$ cat src/sv/slte_pkg.sv
package slte_pkg;

    localparam int KEY_W   = 16;
    localparam int DATA_W  = 32;
    localparam int POS_W   = 5;
    localparam int COUNT_W = 6;
    localparam int MODE_W  = 2;

    typedef enum logic [MODE_W-1:0] {
        OP_INSERT = 2'd0,
        OP_REMOVE = 2'd1,
        OP_GET    = 2'd2,
        OP_NONE   = 2'd3
    } t_op;

    typedef enum logic [2:0] {
        STATUS_OK      = 3'd0,
        STATUS_FULL    = 3'd1,
        STATUS_EMPTY   = 3'd2,
        STATUS_MISSING = 3'd3,
        STATUS_RANGE   = 3'd4
    } t_status;

    typedef enum logic {
        S_IDLE,
        S_RUN
    } t_state;

    typedef struct packed {
        logic [MODE_W-1:0]  mode;
        logic [KEY_W-1:0]   key;
        logic [DATA_W-1:0]  payload;
        logic [POS_W-1:0]   position;
    } t_request;

    typedef struct packed {
        t_status            status;
        logic [DATA_W-1:0]  found_payload;
        logic [KEY_W-1:0]   found_key;
        logic [COUNT_W-1:0] count;
    } t_result;

    typedef struct packed {
        t_op              op;
        logic             flag;
        logic             cvalid;
        logic [POS_W-1:0] pos;
    } t_wave_ctrl;

endpackage

$ cat src/sv/slte_cell.sv
module slte_cell #(
    parameter int KB = 16,
    parameter int DB = 32
) (
    input  logic                 i_clk,
    input  logic                 i_rst_n,
    input  logic                 i_go,
    input  slte_pkg::t_wave_ctrl i_ctrl,
    input  logic [KB-1:0]        i_key,
    input  logic [DB-1:0]        i_data,
    input  logic                 i_nbr_valid,
    input  logic [KB-1:0]        i_nbr_key,
    input  logic [DB-1:0]        i_nbr_data,
    output logic                 o_go,
    output slte_pkg::t_wave_ctrl o_ctrl,
    output logic [KB-1:0]        o_key,
    output logic [DB-1:0]        o_data,
    output logic                 o_valid,
    output logic [KB-1:0]        o_entry_key,
    output logic [DB-1:0]        o_entry_data
);
    import slte_pkg::*;

    logic          r_valid, n_valid;
    logic [KB-1:0] r_ekey, n_ekey;
    logic [DB-1:0] r_edata, n_edata;
    logic          r_go;
    t_wave_ctrl    r_ctrl, n_ctrl;
    logic [KB-1:0] r_tkey, n_tkey;
    logic [DB-1:0] r_tdata, n_tdata;

    always_comb begin
        n_valid = r_valid;
        n_ekey  = r_ekey;
        n_edata = r_edata;
        n_ctrl  = i_ctrl;
        n_tkey  = i_key;
        n_tdata = i_data;
        if (i_go) begin
            case (i_ctrl.op)
                OP_INSERT: begin
                    if (i_ctrl.cvalid && (i_ctrl.flag || !r_valid || (i_key < r_ekey))) begin
                        n_valid       = 1'b1;
                        n_ekey        = i_key;
                        n_edata       = i_data;
                        n_tkey        = r_ekey;
                        n_tdata       = r_edata;
                        n_ctrl.cvalid = r_valid;
                        n_ctrl.flag   = 1'b1;
                    end
                end
                OP_REMOVE: begin
                    if (i_ctrl.flag || (r_valid && (r_ekey == i_key))) begin
                        n_valid     = i_nbr_valid;
                        n_ekey      = i_nbr_key;
                        n_edata     = i_nbr_data;
                        n_ctrl.flag = 1'b1;
                    end
                end
                OP_GET: begin
                    if (!i_ctrl.flag) begin
                        if (i_ctrl.pos == '0) begin
                            n_tkey      = r_ekey;
                            n_tdata     = r_edata;
                            n_ctrl.flag = 1'b1;
                        end else begin
                            n_ctrl.pos = i_ctrl.pos - POS_W'(1);
                        end
                    end
                end
                default: begin
                end
            endcase
        end
    end

    always_ff @(posedge i_clk) begin
        if (!i_rst_n) begin
            r_valid <= 1'b0;
            r_go    <= 1'b0;
        end else begin
            r_valid <= n_valid;
            r_go    <= i_go;
        end
    end

    always_ff @(posedge i_clk) begin
        r_ekey  <= n_ekey;
        r_edata <= n_edata;
        r_ctrl  <= n_ctrl;
        r_tkey  <= n_tkey;
        r_tdata <= n_tdata;
    end

    assign o_go         = r_go;
    assign o_ctrl       = r_ctrl;
    assign o_key        = r_tkey;
    assign o_data       = r_tdata;
    assign o_valid      = r_valid;
    assign o_entry_key  = r_ekey;
    assign o_entry_data = r_edata;

endmodule

$ cat config.mk
export PLATFORM = sky130hd
export DESIGN_NAME = slte_cell
export DESIGN_NICKNAME = d
export VERILOG_FILES = /design/src/sv/slte_pkg.sv /design/src/sv/slte_cell.sv
export SDC_FILE = /design/constraint.sdc
export NUM_CORES = 1
export LEC_CHECK = 0
export BUFFER_PORTS_ARGS = -buffer_cell sky130_fd_sc_hd__buf_2
export CORE_MARGIN = 10
export CORE_UTILIZATION = 49
export DETAILED_ROUTE_END_ITERATION = 7
export GPL_ROUTABILITY_DRIVEN = 1
export MAX_ROUTING_LAYER = met4
export PLACE_DENSITY = 0.84
export SLEW_MARGIN = 20
export SYNTH_ARGS = -nofsm -noshare
export SYNTH_HDL_FRONTEND = slang
export SYNTH_SLANG_ARGS = --single-unit
$ cat constraint.sdc
create_clock -name i_clk -period 14.35 [get_ports i_clk]
set_clock_uncertainty 0.2 [all_clocks]
set_input_delay 3.5875 -clock i_clk [delete_from_list [all_inputs] [get_ports i_clk]]
set_output_delay 3.5875 -clock i_clk [all_outputs]
set_load 0.02 [all_outputs]
==> qor.txt, run 1 <==
outcome - finished, final reports clean
# resized after CTS - 0
Die ar. - 13200 µm²
row cnt - 34
Gate Count Post-Synth - 328
average size of a mapped cell - 13.45 µm²
fmax - 0.1578 GHz
initial antenna violation count - 0
crit path kind - input pin to flip-flop
GRT busiest layer - met2
max-slew violations - 0
Die Wd - 114.9 µm
global-route wire length before repair - 19670 µm
crit path time final - 6.337 ns
wire length per cell - 20.07 µm
number of synthesized register bits - 107
Hold Path Class - flip-flop to flip-flop
postcts setup bufs - 0
Global Route met3 Usage - 4.844%
Core ar. - 8721 µm²
PortBufs - 215
Synth async-reset ratio - 0%
die height - 114.9 µm
Syn. warnings - 0
placer congestion estimate - 0.8470
Worst VDD drop - 0.06630 mV
Final period util - 44.16%
sequential area share after synthesis - 59.46%
cts bufs inserted - 9
Post-synth EDFFs - 48
CTS tree - yes
clock transition at the registers of the reported paths - 0.10 ns
synth unique cells - 37
Most used DFF post-synth - dfxtp_1
Layout area overhead - 30.47%
crit start category - input pin
critical path arrival - 6.16 ns
syn nets - 458
Pwr Density - 109.9 nW/µm²
Hold Vio Cnt, Final - 0
H-tree Lvls - 3
worst path cell trace - buf_2 > ha_1 > nand4_1 > nor4_1 > a31oi_1 > nand2_1 > o211ai_1 > nor2b_4 > buf_4
ANT cells - 0
commonest cells after routing, fill and taps aside - 215 x buf_2, 59 x dfxtp_1, 48 x a22o_1, 48 x edfxtp_1, 47 x mux2_2
slowest CP cell - nor2b_4
largest stage delay on the critical path - 0.56 ns
GRT Overall Usage - 19.38%
Critical Path Stages - 9
WHS - 0.2871 ns
Hold Path Depth - 1
storage element area - 2623 µm²
most common cell after layout, fill and taps aside - buf_2
total power - 632.2 µW
final setup violation count - 0
worst-path fanout max - 28
hpwl dp - 10180 µm
number of routed nets with antenna violations - 0
nets - 671
Worst Path Buf+Inv - 2
LEAKAGE - 2.637 nW
Via Count - 3542
Max Cap Viol - 0
CP required - 14.17 ns
Iter 0 DRT Violations - 198
final wirelength - 13130 µm
clock sink total - 107
Congestion Overflow GR - 0
post-synthesis instance area - 4410 µm²
Worst setup EP type - flip-flop
area used by multi-input combinational logic - 1632 µm²
Initial Util - 50.57%
met2 Usage GRT - 33.03%
unrepaired setup endpoints after global routing - false
worst skew pair latency - 0.35 ns
DR pass1 iterations - 4
clock buffer depth - 2
worst rel slew slack - 35.25%
worst slew pin tran - 0.9712 ns
fraction of layout cells with a size suffix above 1 - 52.56%
via count of the first global-routing pass - 3796
largest net degree at the start of global routing - 52
CP delay by family, top - simple AND/OR/NAND/NOR gates
cts hold-fix bufs - 0
DRC viols - 0
Root Driver - clkbuf_8
reg2reg path depth - 9
I/O pins - 216
Filler cells - 695
via/cell ratio - 5.416
Total Neg Setup Slack - 0 ns
met1 usage - 21.06%
-- worst paths after layout --
path / slack (ns) / start / to
max: 8.01 / i_key[15] / o_entry_key[1]
min: 0.29 / o_entry_data[4] / o_data[4]
max reg2reg: 10.92 / o_entry_key[15] / o_entry_key[1]
min reg2reg: 0.29 / o_entry_data[4] / o_data[4]
-- per-layer routing --
layer | vias to the layer above | wire length, µm | part of all wire [%]
met5 | - | 0 | 0
met2 | 165 | 6562 | 50
met1 | 1691 | 5189 | 40
li1 | 1663 | - | -
met4 | 0 | 364 | 2.8
met3 | 23 | 1010 | 7.7
-- stage by stage --
step,std cells,utilization (%),instance area (µm²),setup WS [ns]
after CTS,654,65.98,5754,8.024
after global placement,638,63.96,5578,7.763
final,654,65.98,5754,8.013
after detailed placement,638,63.96,5578,7.638
after floorplan,328,-,4410,6.709
after global routing,654,65.98,5754,7.806
-- power by group --
group	switching, mW	total [mW]	internal, mW
clock	0.105	0.169	0.0645
combinational	0.0666	0.115	0.0485
sequential	0.00711	0.348	0.341
-- cells in the mapped netlist, types with 2 or more instances --
| cell type | count | share of area [%] |
|---|---|---|
| o21ai_0 | 4 | 0.45 |
| inv_1 | 24 | 2.0 |
| nand3_1 | 2 | 0.23 |
| buf_2 | 5 | 0.57 |
| nand2_1 | 13 | 1.1 |
| a21oi_1 | 8 | 0.91 |
| o211ai_1 | 2 | 0.34 |
| nand4_1 | 2 | 0.28 |
| clkbuf_1 | 8 | 0.68 |
| ha_1 | 21 | 6.0 |
| edfxtp_1 | 48 | 33 |
| buf_6 | 3 | 0.77 |
| mux2_2 | 47 | 12 |
| dfxtp_1 | 59 | 27 |
| a22o_1 | 48 | 9.5 |
| nor3_1 | 7 | 0.79 |
| o21a_1 | 4 | 0.68 |
| a21o_1 | 3 | 0.51 |
| nor2b_1 | 2 | 0.28 |
-- state kept, by name (all words and copies together), names as in the netlist --
| register | count |
|---|---|
| o_ctrl | 9 |
| o_data | 32 |
| o_entry_data | 32 |
| o_entry_key | 16 |
| o_go | 1 |
| o_key | 16 |
| o_valid | 1 |
-- final cells by class --
class	instances	area share, %
clock inverters	7	0.9132
multi-input cells	181	28.35
well taps	108	2.348
clock buffers	9	2.153
inverters	24	1.566
repair buffers	218	19.09
flip-flops and latches	107	45.58
-- cell families after synthesis --
| family | count (synthesis) | synth area share, % |
|---|---|---|
| compound gates | 78 | 14.04 |
| flops | 107 | 59.46 |
| xor+xnor | 1 | 0.1986 |
| mux | 47 | 12.00 |
| fa+ha+maj | 21 | 5.957 |
| buf+inv | 40 | 4.057 |
| simple gates | 34 | 4.284 |
No activity file was read; power rests on OpenSTA's default activity.
==> inputs of run 2 (changes only) <==
--- a/config.mk
+++ b/config.mk
@@ -5,13 +5,14 @@
 export SDC_FILE = /design/constraint.sdc
 export NUM_CORES = 1
 export LEC_CHECK = 0
+export ABC_AREA = 1
 export BUFFER_PORTS_ARGS = -buffer_cell sky130_fd_sc_hd__buf_2
 export CORE_MARGIN = 10
-export CORE_UTILIZATION = 49
+export CORE_UTILIZATION = 50
 export DETAILED_ROUTE_END_ITERATION = 7
 export GPL_ROUTABILITY_DRIVEN = 1
 export MAX_ROUTING_LAYER = met4
-export PLACE_DENSITY = 0.84
+export PLACE_DENSITY = 0.81
 export SLEW_MARGIN = 20
 export SYNTH_ARGS = -nofsm -noshare
 export SYNTH_HDL_FRONTEND = slang
==> constraint.sdc (replaced) <==
create_clock -name i_clk -period 6.5 [get_ports i_clk]
set_clock_uncertainty 0.2 [all_clocks]
set_input_delay 1.625 -clock i_clk [delete_from_list [all_inputs] [get_ports i_clk]]
set_output_delay 1.625 -clock i_clk [all_outputs]
set_load 0.02 [all_outputs]
==> qor.txt, run 2 <==
critical path arrival - 4.06 ns (-2.10 ns)
cts hold-fix bufs - 0 (unchanged)
DR pass1 iterations - 6 (+2)
Total Neg Setup Slack - 0 ns (unchanged)
worst skew pair latency - 0.34 ns (about the same)
WHS - 0.3893 ns (+0.1023 ns)
synth unique cells - 28 (-24%)
number of routed nets with antenna violations - 0 (unchanged)
worst slew pin tran - 1.026 ns (+0.05432 ns)
clock buffer depth - 2 (unchanged)
clock transition at the registers of the reported paths - 0.07 ns (-0.03 ns)
Non-Filler Instances - 1057 (+62%)
Placement Cell Area - 6909 µm² (+24%)
PortBufs - 215 (unchanged)
Congestion Overflow GR - 0 (unchanged)
unrepaired setup endpoints after global routing - false
most common cell after layout, fill and taps aside - buf_2
Post-synth EDFFs - 48 (unchanged)
worst-path fanout max - 50 (+79%)
via count of the first global-routing pass - 5933 (+56%)
area share of the largest cell type after synthesis - 24.59% (-8.1 points)
DRC viols - 0 (unchanged)
post-synthesis instance area - 5861 µm² (+33%)
number of synthesized register bits - 107 (unchanged)
Layout area overhead - 22.29%
die height - 128.3 µm (+12%)
most used cell along the critical path - nand2_1
row cnt - 39 (+15%)
Most used DFF post-synth - dfxtp_1
average size of a mapped cell - 7.995 µm² (-41%)
Via Count - 6030 (+70%)
Die Wd - 128.3 µm (+12%)
final wirelength - 19300 µm (+47%)
Filler cells - 1038 (+49%)
total power - 1.657 mW (+160%)
Gate Count Post-Synth - 733 (+120%)
Die ar. - 16450 µm² (+25%)
syn nets - 863 (+88%)
Core ar. - 11470 µm² (+31%)
Hold Path Class - flip-flop to flip-flop
CTS tree - yes
largest net degree at the start of global routing - 99 (+90%)
storage element area - 2623 µm² (unchanged)
LEAKAGE - 3.210 nW (+22%)
max-slew violations - 0 (unchanged)
fraction of layout cells with a size suffix above 1 - 26.62% (-26 points)
area used by multi-input combinational logic - 2664 µm² (+63%)
Hold Vio Cnt, Final - 0 (unchanged)
Final period util - 65.25%
dominant cell type by area after synthesis - edfxtp_1
most frequent cells after synthesis - 147 x o21ai_0, 108 x a21oi_1, 82 x inv_1
crit start category - input pin
sequential area share after synthesis - 44.75% (-15 points)
placed insts - 1040 (+63%)
outcome - finished, final reports clean
hpwl dp - 12710 µm (+25%)
Area contributors post-synth - edfxtp_1 25%, dfxtp_1 20%, o21ai_0 13%, a21oi_1 9.2%, a22oi_1 6.1%
placer congestion estimate - 0.8862 (+4.6%)
Worst setup EP type - flip-flop
# resized after CTS - 0 (unchanged)
via/cell ratio - 5.705 (+5.3%)
cts bufs inserted - 9 (unchanged)
nets - 1038 (+55%)
Syn. warnings - 0 (unchanged)
Iter 0 DRT Violations - 659 (+230%)
worst rel slew slack - 31.63% (-3.6 points)
wire length per cell - 18.26 µm (-9.0%)
postcts setup bufs - 0 (unchanged)
global-route wire length before repair - 30050 µm (+53%)
CP required - 6.31 ns (-7.86 ns)
final setup violation count - 0 (unchanged)
H-tree Lvls - 3 (unchanged)
I/O pins - 216 (unchanged)
Root Driver - clkbuf_16
initial antenna violation count - 1 (+1)
commonest cells after routing, fill and taps aside - 215 x buf_2, 147 x o21ai_0, 108 x a21oi_1, 82 x inv_1, 76 x nand2_1
slowest CP cell - nor2_4
most frequent cell after synthesis - o21ai_0
Max Cap Viol - 0 (unchanged)
worst path cell trace - buf_2 > ha_1 > nand2_1 > inv_1 > nand2_1 > nand2_1 > nand2_1 > nand2_1 > nand2_1 > nand2_2 > nand2_4 > nand2_4 > nand2_2 > nand2_1 > nor2_4 > buf_4
largest stage delay on the critical path - 0.40 ns (-0.16 ns)
clock sink total - 107 (unchanged)
GRT Overall Usage - 22.91% (+3.5 points)
Pwr Density - 231.1 nW/µm² (+110%)
Synth async-reset ratio - 0% (unchanged)
post-route cell area - 7167 µm² (+25%)
Initial Util - 51.11% (+0.53 points)
Worst VDD drop - 0.1477 mV (+120%)
fmax - 0.2358 GHz
crit path time final - 4.241 ns
crit path kind - input pin to flip-flop
## run 2: cell count changes in the layout (fill, tap and decap cells not counted), sizes merged, moves of 48 or more
cell | before | now
a22o | 48 | 0
nand2 | 13 | 80
inv | 26 | 84
a22oi | 0 | 48
o21ai | 5 | 196
a21oi | 8 | 108
## run 2: stage by stage
step / worst slack (ns) / util, %
floorplan: 1.104 / -
global placement: 2.004 / 60.25
detailed placement: 1.906 / 60.25
CTS: 2.252 / 62.48
global route: 2.028 / 62.50
finish: 2.259 / 62.50
## run 2: final timing paths
kind                 endpoint  cells after the start  slack, ns        startpoint
min                o_data[28]                      2       0.39  o_entry_data[28]
min reg2reg        o_data[28]                      2       0.39  o_entry_data[28]
max reg2reg  o_entry_data[25]                     16       3.23    o_entry_key[3]
max          o_entry_data[25]                     16       2.26          i_key[3]
## run 2: kinds of logic after synthesis
kind of cell / Yosys count / share of synthesized area, %
buffers and inverters: 142 / 10.38
and+or+nand+nor: 105 / 7.536
xor gates and xnor gates: 1 / 0.1495
adders and majority gates: 21 / 4.483
DFF: 107 / 44.75
AOI/OAI and AO/OA: 357 / 32.71
## run 2: where the power goes
part | switching (mW) | total [mW] | internal [mW]
sequential | 0.0279 | 0.795 | 0.767
combinational | 0.242 | 0.367 | 0.124
clock | 0.239 | 0.495 | 0.256
total | 0.509 | 1.66 | 1.15
## run 2: final cells by class
type                       instances  area share [%]
sequential                       107           36.59
tap                              143           2.497
multi-input combinational        484           37.17
antenna                            1         0.03492
timing repair buffer             222           15.75
inverter                          84           4.399
clock buffer                      11           3.247
clock inverter                     5          0.3142
## run 2: layer usage
layer	track usage (%)	routed length, µm	up-vias	part of all wire [%]
li1	-	-	2910	-
met1	27.95	7889	2711	41
met2	36.05	9061	366	47
met3	3.888	1752	43	9.1
met4	11.06	596	0	3.1
met5	-	0	-	0
## run 2: critical path, delay by kind of cell
family	cells	cell delay, ns
AND/OR/NAND/NOR	12	1.54
buffers and inverters	3	0.54
adder cells (fa/ha/maj)	1	0.30
==> inputs of run 3 (changes only) <==
--- a/config.mk
+++ b/config.mk
@@ -8,11 +8,11 @@
 export ABC_AREA = 1
 export BUFFER_PORTS_ARGS = -buffer_cell sky130_fd_sc_hd__buf_2
 export CORE_MARGIN = 10
-export CORE_UTILIZATION = 50
+export CORE_UTILIZATION = 45
 export DETAILED_ROUTE_END_ITERATION = 7
 export GPL_ROUTABILITY_DRIVEN = 1
 export MAX_ROUTING_LAYER = met4
-export PLACE_DENSITY = 0.81
+export PLACE_DENSITY = 0.77
 export SLEW_MARGIN = 20
 export SYNTH_ARGS = -nofsm -noshare
 export SYNTH_HDL_FRONTEND = slang
==> constraint.sdc (replaced) <==
create_clock -name i_clk -period 3.9 [get_ports i_clk]
set_clock_uncertainty 0.2 [all_clocks]
set_input_delay 0.975 -clock i_clk [delete_from_list [all_inputs] [get_ports i_clk]]
set_output_delay 0.975 -clock i_clk [all_outputs]
set_load 0.02 [all_outputs]
==> qor.txt, run 3 (synthesis results as in run 2) <==
outcome - finished, final reports clean
LEAKAGE - 3.272 nW (+1.9%)
worst skew pair latency - 0.35 ns (about the same)
initial antenna violation count - 3 (+2)
I/O pins - 216 (unchanged)
placed insts - 1075 (+3.4%)
Worst setup EP type - flip-flop
Hold Vio Cnt, Final - 0 (unchanged)
DRC viols - 0 (unchanged)
storage element area - 2623 µm² (unchanged)
CTS tree - yes
final wirelength - 19770 µm (+2.4%)
Worst Path Buf+Inv - 2 (-1)
worst-path fanout max - 23 (-54%)
cts bufs inserted - 9 (unchanged)
Setup WS post-layout - 1.110 ns (-1.149 ns)
largest stage delay on the critical path - 0.33 ns (-0.07 ns)
clock buffer depth - 2 (unchanged)
row cnt - 41 (+5.1%)
crit start category - input pin
Iter 0 DRT Violations - 495 (-25%)
Crit. Startpoint - i_key[15]
PortBufs - 215 (unchanged)
most common cell after layout, fill and taps aside - buf_2
max-slew violations - 0 (unchanged)
Congestion Overflow GR - 0 (unchanged)
WHS - 0.3846 ns (-0.004764 ns)
area used by multi-input combinational logic - 2664 µm² (unchanged)
final setup violation count - 0 (unchanged)
CP delay by family, top - simple AND/OR/NAND/NOR gates
global-route wire length before repair - 30780 µm (+2.4%)
wire length per cell - 18.07 µm (-1.0%)
postcts setup bufs - 0 (unchanged)
H-tree Lvls - 3 (unchanged)
Final period util - 71.53%
crit path time final - 2.790 ns
critical path arrival - 2.61 ns (-1.45 ns)
clock sink total - 107 (unchanged)
slowest CP cell - ha_1
Die ar. - 17990 µm² (+9.3%)
commonest cells after routing, fill and taps aside - 215 x buf_2, 147 x o21ai_0, 108 x a21oi_1, 82 x inv_1, 76 x nand2_1
Hold Path Class - flip-flop to flip-flop
via/cell ratio - 5.444 (-4.6%)
placer congestion estimate - 0.8506 (-4.0%)
largest net degree at the start of global routing - 67 (-32%)
Core ar. - 12670 µm² (+10%)
Total Neg Setup Slack - 0 ns (unchanged)
worst slew pin tran - 0.8631 ns (-0.1624 ns)
nets - 1044 (+0.58%)
Initial Util - 46.25% (-4.9 points)
Non-Filler Instances - 1094 (+3.5%)
worst rel slew slack - 42.38% (+11 points)
fmax - 0.3585 GHz
Die Wd - 134.1 µm (+4.6%)
Max Cap Viol - 0 (unchanged)
Pwr Density - 398.5 nW/µm² (+72%)
Layout area overhead - 24.83%
hold_sp - o_entry_data[17]
worst slack, placed - 0.7483 ns (-1.158 ns)
CP required - 3.72 ns (-2.59 ns)
Worst VDD drop - 0.2009 mV (+36%)
FF-to-FF Start - o_entry_key[15]
crit path kind - input pin to flip-flop
# resized after CTS - 0 (unchanged)
hpwl dp - 13400 µm (+5.4%)
GRT Overall Usage - 21.77% (-1.1 points)
via count of the first global-routing pass - 5767 (-2.8%)
fraction of layout cells with a size suffix above 1 - 27.31% (+0.70 points)
Filler cells - 1177 (+13%)
Via Count - 5956 (-1.2%)
worst path cell trace - buf_2 > ha_1 > a21oi_1 > o21ai_0 > nor2_1 > nand2_2 > nand2_4 > nand2_4 > nand2_2 > nand2_1 > nor2_4 > buf_4
Root Driver - clkbuf_16
die height - 134.1 µm (+4.6%)
clock transition at the registers of the reported paths - 0.07 ns (about the same)
unrepaired setup endpoints after global routing - false
cts hold-fix bufs - 0 (unchanged)
number of routed nets with antenna violations - 0 (unchanged)
DR pass1 iterations - 5 (-1)
-- run 3: layout make-up --
| type | count | share of cell area (%) |
|---|---|---|
| timing repair buffer | 228 | 16.21 |
| clock inverter | 3 | 0.8893 |
| inverter | 84 | 4.310 |
| multi-input combinational | 484 | 36.41 |
| tap | 172 | 2.942 |
| antenna | 3 | 0.1026 |
| sequential | 107 | 35.85 |
| clock buffer | 13 | 3.284 |
-- run 3: worst register-to-register path, cell delays in order (launching register included) --
cell,delay (ns)
edfxtp_1,0.43
inv_1,0.08
ha_1,0.25
a21oi_1,0.15
o21ai_0,0.09
nor2_1,0.15
nand2_2,0.08
nand2_4,0.07
nand2_4,0.04
nand2_2,0.07
nand2_1,0.08
nor2_4,0.11
buf_4,0.33
-- run 3: worst paths after layout --
path,end,slack (ns),depth (start not counted)
hold reg to reg,o_data[17],0.38,2
setup reg to reg,o_entry_data[25],1.43,12
hold / removal,o_data[17],0.38,2
setup / recovery,o_entry_data[25],1.11,12
-- run 3: stage by stage --
stage | util [%] | instance area, µm² | total power, mW
2_1_floorplan | - | 5868 | 1.714
3_3_place_gp | 55.27 | 7003 | 1.958
3_5_place_dp | 55.27 | 7003 | 1.964
4_1_cts | 57.68 | 7308 | 2.927
5_1_grt | 57.74 | 7316 | 3.038
6_report | 57.74 | 7316 | 2.915
-- run 3: per-layer routing --
layer | vias up | part of all wire, % | GRT usage, %
met4 | 0 | 2.3 | 9.855
met2 | 312 | 47 | 33.84
met5 | - | 0 | -
met3 | 34 | 8.8 | 4.892
met1 | 2682 | 42 | 26.55
li1 | 2928 | - | -
-- run 3: report_power, final --
part,switching [mW],internal [mW]
Combinational,0.404,0.211
Clock,0.409,0.564
Sequential,0.0477,1.28
Total,0.862,2.05
